--- src/tcc_pkg.sv ---
package tcc_pkg;

  localparam int ITERATIONS_DEF = 16;
  localparam int ITER_MAX       = 24;

  // binary angle: 2^32 units per turn, with headroom for the half-turn start
  localparam int ZW = 36;
  // CORDIC x/y datapath
  localparam int XW = 34;
  // heading numerator/denominator before normalization
  localparam int NW = 65;
  // square-root operand and result
  localparam int SQ_W  = 32;
  localparam int RT_W  = 30;
  localparam int REM_W = 34;

  localparam logic signed [ZW-1:0] TURN_HALF    = 36'sd2147483648;
  localparam logic signed [ZW-1:0] TURN_QUARTER = 36'sd1073741824;
  localparam logic signed [ZW-1:0] TURN_FULL    = 36'sd4294967296;
  localparam logic signed [XW-1:0] ROT_START    = 34'sd652032874;

  function automatic logic signed [ZW-1:0] atan_entry(input int idx);
    logic signed [ZW-1:0] r;
    case (idx)
      0:       r = 36'sh020000000;
      1:       r = 36'sh012E4051E;
      2:       r = 36'sh009FB385B;
      3:       r = 36'sh0051111D4;
      4:       r = 36'sh0028B0D43;
      5:       r = 36'sh00145D7E1;
      6:       r = 36'sh000A2F61E;
      7:       r = 36'sh000517C55;
      8:       r = 36'sh00028BE53;
      9:       r = 36'sh000145F2F;
      10:      r = 36'sh0000A2F98;
      11:      r = 36'sh0000517CC;
      12:      r = 36'sh000028BE6;
      13:      r = 36'sh0000145F3;
      14:      r = 36'sh00000A2F9;
      15:      r = 36'sh00000517C;
      16:      r = 36'sh0000028BE;
      17:      r = 36'sh00000145F;
      18:      r = 36'sh000000A2F;
      19:      r = 36'sh000000517;
      20:      r = 36'sh00000028B;
      21:      r = 36'sh000000145;
      22:      r = 36'sh0000000A2;
      23:      r = 36'sh000000051;
      default: r = '0;
    endcase
    return r;
  endfunction

endpackage

--- src/tcc_sqrt.sv ---
module tcc_sqrt #(
  parameter int SIDE_W = 1
) (
  input  logic                       clk,
  input  logic                       rst_n,
  input  logic                       en,
  input  logic                       in_valid,
  input  logic [tcc_pkg::SQ_W-1:0]   in_sum,
  input  logic [SIDE_W-1:0]          in_side,
  output logic                       out_valid,
  output logic [tcc_pkg::RT_W-1:0]   out_root,
  output logic [SIDE_W-1:0]          out_side
);
  import tcc_pkg::*;

  // floor(sqrt(in_sum * 2^28)), one result bit per stage
  localparam int SUM_ST = SQ_W / 2;

  logic              vld_r  [RT_W];
  logic [RT_W-1:0]   root_r [RT_W];
  logic [REM_W-1:0]  rem_r  [RT_W-1];
  logic [SQ_W-1:0]   sum_r  [SUM_ST-1];
  logic [SIDE_W-1:0] side_r [RT_W];

  genvar j;
  generate
    for (j = 0; j < RT_W; j++) begin : g_stage
      logic              vld_in;
      logic [RT_W-1:0]   root_in;
      logic [REM_W-1:0]  rem_in;
      logic [SIDE_W-1:0] side_in;
      logic [1:0]        pair;
      logic [REM_W-1:0]  rem_sh;
      logic [REM_W-1:0]  trial;
      logic [REM_W-1:0]  rem_nxt;
      logic [RT_W-1:0]   root_nxt;

      if (j == 0) begin : g_first
        assign vld_in  = in_valid;
        assign root_in = '0;
        assign rem_in  = '0;
        assign side_in = in_side;
        assign pair    = in_sum[SQ_W-1 -: 2];
      end else begin : g_next
        assign vld_in  = vld_r[j-1];
        assign root_in = root_r[j-1];
        assign rem_in  = rem_r[j-1];
        assign side_in = side_r[j-1];
        if (j < SUM_ST) begin : g_bits
          assign pair = sum_r[j-1][SQ_W-1-2*j -: 2];
        end else begin : g_zero
          assign pair = 2'b00;
        end
      end

      always_comb begin
        rem_sh = {rem_in[REM_W-3:0], pair};
        trial  = REM_W'({root_in, 2'b01});
        if (rem_sh >= trial) begin
          rem_nxt  = rem_sh - trial;
          root_nxt = {root_in[RT_W-2:0], 1'b1};
        end else begin
          rem_nxt  = rem_sh;
          root_nxt = {root_in[RT_W-2:0], 1'b0};
        end
      end

      always_ff @(posedge clk) begin
        if (!rst_n) begin
          vld_r[j] <= 1'b0;
        end else if (en) begin
          vld_r[j] <= vld_in;
        end
      end

      always_ff @(posedge clk) begin
        if (en) begin
          root_r[j] <= root_nxt;
          side_r[j] <= side_in;
        end
      end

      if (j < RT_W - 1) begin : g_rem
        always_ff @(posedge clk) begin
          if (en) begin
            rem_r[j] <= rem_nxt;
          end
        end
      end

      if (j < SUM_ST - 1) begin : g_sum
        if (j == 0) begin : g_sum_first
          always_ff @(posedge clk) begin
            if (en) begin
              sum_r[j] <= in_sum;
            end
          end
        end else begin : g_sum_next
          always_ff @(posedge clk) begin
            if (en) begin
              sum_r[j] <= sum_r[j-1];
            end
          end
        end
      end
    end
  endgenerate

  assign out_valid = vld_r[RT_W-1];
  assign out_root  = root_r[RT_W-1];
  assign out_side  = side_r[RT_W-1];

endmodule

--- config.mk ---
export PLATFORM = sky130hd
export DESIGN_NAME = tcc_sqrt
export DESIGN_NICKNAME = d
export VERILOG_FILES = /design/src/tcc_pkg.sv /design/src/tcc_sqrt.sv
export SDC_FILE = /design/constraint.sdc
export NUM_CORES = 2
export LEC_CHECK = 0
export BUFFER_PORTS_ARGS = -buffer_cell sky130_fd_sc_hd__buf_2
export CAP_MARGIN = 20
export CORE_AREA = 2 2 377 379
export CTS_BUF_LIST = sky130_fd_sc_hd__clkbuf_2
export DETAILED_ROUTE_END_ITERATION = 8
export DIE_AREA = 0 0 379 381
export GPL_ROUTABILITY_DRIVEN = 0
export PLACE_DENSITY = 0.79
export SETUP_SLACK_MARGIN = 0.4
export SLEW_MARGIN = 5
export SYNTH_ARGS = -nofsm -noshare
export SYNTH_HDL_FRONTEND = slang
export SYNTH_SLANG_ARGS = --single-unit
--- constraint.sdc ---
create_clock -name clk -period 4 [get_ports clk]
set_clock_uncertainty 0.15 [all_clocks]
set_input_delay 0.2 -clock clk [delete_from_list [all_inputs] [get_ports clk]]
set_output_delay 0.2 -clock clk [all_outputs]
set_load 0.1 [all_outputs]
==> impl_metrics.csv <==
group,metric,value,unit
run_status,status,"finished clean",
pwr,powerDensity,487.5,nW/um^2
logic_synthesis,yosys.area.top_type_share,0.5867,
pwr,swShare,0.3214,
worst_setup_path,cp-start-kind,"flop",
layout,drive_gt1_frac,0.1435,
grt,grt_antenna_before_repair,2,
pwr,ir_worst_vdd,396.7,uV
clock_network,clock-sinks,1633,
grt,grt_pass1_vias,55690,
worst_setup_path,critPathMaxFanout,5,
timing,fin_crit,3.638,ns
timing,hold_ws,0.2287,ns
logic_synthesis,synth_nets,7533,
routing,dr.pass1.iters,8,
pwr,switching_power,14630,uW
floorplanning,io_pins,69,
timing,fmax,0.2749,GHz
timing,fin_tns_setup,0,ns
floorplanning,die_x,379,um
timing,tightest_slew,1.191,ns
logic_synthesis,syn_avg_cell_area,11.91,sq um
logic_synthesis,synth_cell_types,93,
worst_setup_path,critPathMostFrequentCell,"or4_4",
logic_synthesis,synth_cells,7014,
floorplanning,num_rows,138,
timing,fin_crit_sh,0.9094,
worst_setup_path,cp.arrival,4.92,ns
placement,placement.io_buffers,68,
timing,finalSetupViolCount,0,
layout,nets,8220,
clock_network,cts_buffers,414,
worst_setup_path,endpoint_kind,"flop",
floorplanning,coreArea,140600,sq um
timing,final-max-slew-violation-count,0,
logic_synthesis,ys_seq_area_frac,0.5869,
clock_network,cts_tree,"built",
logic_synthesis,yosys_most_used_dff,"edfxtp_1",
routing,routed_wl,168600,um
logic_synthesis,synth_seq_cells,1633,
routing,first_iter_violations,4840,
grt,grt_use_total,0.2287,
layout,syn2layout_area_growth,11.82,%
pwr,clkPwrFrac,0.230,
layout,fin_area,93410,sq um
logic_synthesis,yosysWarnings,0,
timing,rsz0062_at_grt,"true",
pwr,p_seq_frac,0.516,
logic_synthesis,synth_enable_flop_cells,1632,
timing,relSlewSlack,0.2061,
floorplanning,initial_utilization,0.5943,
pwr,internal-power,30900,uW
clock_network,path_clk_slew,0.11,ns
pwr,p_comb_frac,0.253,
clock_network,cts_buffer_depth,4,
routing,antenna_left,0,
logic_synthesis,synth_largest_area_cell,"edfxtp_1",
floorplanning,die_area,144400,sq um
worst_setup_path,critical_path_required,5.29,ns
clock_network,cts-root-buf,"clkbuf_2",
grt,grt_pass1_wl,271000,um
worst_hold_path,hp-class,"flop to flop",
routing,wl_per_cell,17.08,um
grt,grt_max_degree,137,
floorplanning,fp.dieH,381,um
grt,grt-ovfl-total,0,
logic_synthesis,async_flop_share,0,
routing,viasPerCell,5.719,
worst_setup_path,crit_type,"flop to flop",
logic_synthesis,ys_top_cells_by_area,"edfxtp_1 (59%), ha_1 (7.0%), xor2_1 (3.8%)",
pwr,p_total,45540,uW
clock_network,worstSkewPairLatency,1.80,ns
clock_network,htree_levels,5,
routing,drcViolationCount,0,
worst_setup_path,path_cells,"or4_4 > or4b_4 > or4_4 > or3_4 > nand2b_4 > a211oi_4 > buf_4 > or2_4 > nor4_2 > xor2_1",
worst_setup_path,critical_path.max_stage_delay,0.56,ns
placement,dpl-instance-area,86700,sq um
timing,hold_viol,0,
routing,route.vias.total,56460,
worst_setup_path,crit_slowest_cell,"or4_4",
logic_synthesis,netlist_area,83540,sq um
placement,dp_hpwl,114400,um
run,max_cap_violations,0,
pwr,p_leak,0.03724,uW
==> routing by layer <==
| metal | track usage | routed length (um) | up-vias | part of all wire |
|---|---|---|---|---|
| met2 | 0.3807 | 82410 | 1843 | 0.49 |
| met4 | 0.08613 | 5162 | 0 | 0.031 |
| met1 | 0.2983 | 71200 | 26900 | 0.42 |
| li1 | - | - | 27310 | - |
| met3 | 0.04244 | 9863 | 408 | 0.058 |
| met5 | 0 | 0 | - | 0 |
==> per-stage QoR <==
| stage | utilization | setup slack (ns) | std cells |
|---|---|---|---|
| after floorplan | - | 0.4067 | 7014 |
| after global placement | 0.6168 | 0.1902 | 8939 |
| final | 0.6646 | 0.3625 | 9872 |
| after global routing | 0.6646 | 0.2703 | 9870 |
| after CTS | 0.6549 | 0.3061 | 9800 |
| after detailed placement | 0.6168 | 0.1173 | 8940 |
==> worst paths after layout <==
check,from,slack (ns),cells past startpoint,end
setup / recovery,rem_r[6][19],0.36,10,rem_r[7][11]
hold / removal,root_r[0][465],0.23,0,root_r[1][16]
setup reg to reg,rem_r[6][19],0.36,10,rem_r[7][11]
hold reg to reg,root_r[0][465],0.23,0,root_r[1][16]
==> flip-flops by register name, summed over array words and instances (netlist names) <==
register  count
side_r       30
root_r      452
rem_r       881
sum_r       240
vld_r        30
==> kinds of logic (layout without fill, tap and decap cells) <==
logic type / count (synthesis) / in the layout / share of synthesized area
AOI/OAI and AO/OA: 1461 / 1461 / 0.1085
adders and majority gates: 482 / 482 / 0.07336
buffers and inverters: 723 / 1682 / 0.03274
DFF: 1633 / 1633 / 0.5869
muxes: 80 / 80 / 0.01074
xor gates and xnor gates: 685 / 685 / 0.07182
other: 1 / 10 / 0.00004489
and+or+nand+nor: 1949 / 1949 / 0.1159
==> synth_stat cells, types with 13 or more instances <==
cell      instances
nor2b_1          78
nand2b_1        123
xnor2_1         323
o21bai_1         38
a31oi_1          43
xor2_1          362
a211o_1          13
nor2_1          458
o21ai_0         391
a21o_1          183
o211ai_1         27
a21oi_1         431
fa_1             13
and3_1           63
nor3b_1          22
nand3b_1         18
nand3_1         108
or2_2            32
a21boi_0         15
o31ai_1          55
o41ai_1          13
clkbuf_1        105
or3_1            78
nor3_1          206
nand4_1          56
o21a_1          104
edfxtp_1       1632
inv_1           602
a211oi_1         40
nor4_1           97
or4_1            52
ha_1            469
and2_1           28
mux2_2           77
nand2_1         490
==> power groups by stage <==
stage | clock network, uW | registers, uW | logic (uW)
after floorplan | 0 | 23300 | 8170
after global placement | 0 | 23800 | 10300
after detailed placement | 0 | 23800 | 10600
after CTS | 10900 | 23500 | 11000
after global routing | 11800 | 23700 | 12800
final | 10500 | 23500 | 11500
==> worst max-delay path, delay by kind of cell (launching register included) <==
family / cells / cell delay [ns]
AO/OA/AOI/OAI: 1 / 0.22
AND/OR/NAND/NOR: 7 / 2.27
flip-flops: 1 / 0.42
XOR/XNOR: 1 / 0.15
buffers and inverters: 1 / 0.16
==> cell type report <==
type,instances,area [sq um]
clock inverters,113,506.7
inverters,605,2285
multi-input cells,4658,32680
flip-flops and latches,1633,49030
diodes,9,22.52
well taps,1890,2365
clock buffers,575,2878
repair inverters,1,7.507
fillers,10300,47140
repair buffers,388,3640
==> layout by cell type, fill, tap and decap left out, types with 75 or more instances in the layout <==
master / instances
nor4_1: 86
a21o_1: 183
mux2_2: 75
buf_4: 134
xor2_1: 362
nand2_1: 485
nand2b_1: 117
or3_1: 75
ha_1: 460
a21oi_1: 415
xnor2_1: 320
o21a_1: 104
clkinv_1: 90
inv_1: 591
nand3_1: 104
nor3_1: 200
edfxtp_1: 1632
clkbuf_2: 575
nor2b_1: 75
dlygate4sd3_1: 144
nor2_1: 451
o21ai_0: 370
==> what timing repair did <==
action | CTS | global route
gates resized for setup | 51 | 180
endpoints found under the setup margin | 180 | 428
hold buffers | 145 | 0
cloned | 3 | 7
buffers inserted | 24 | 55
pin swaps | 20 | 57
endpoints found under the hold margin | 1696 | 0
(Power assumes the default switching activity.)
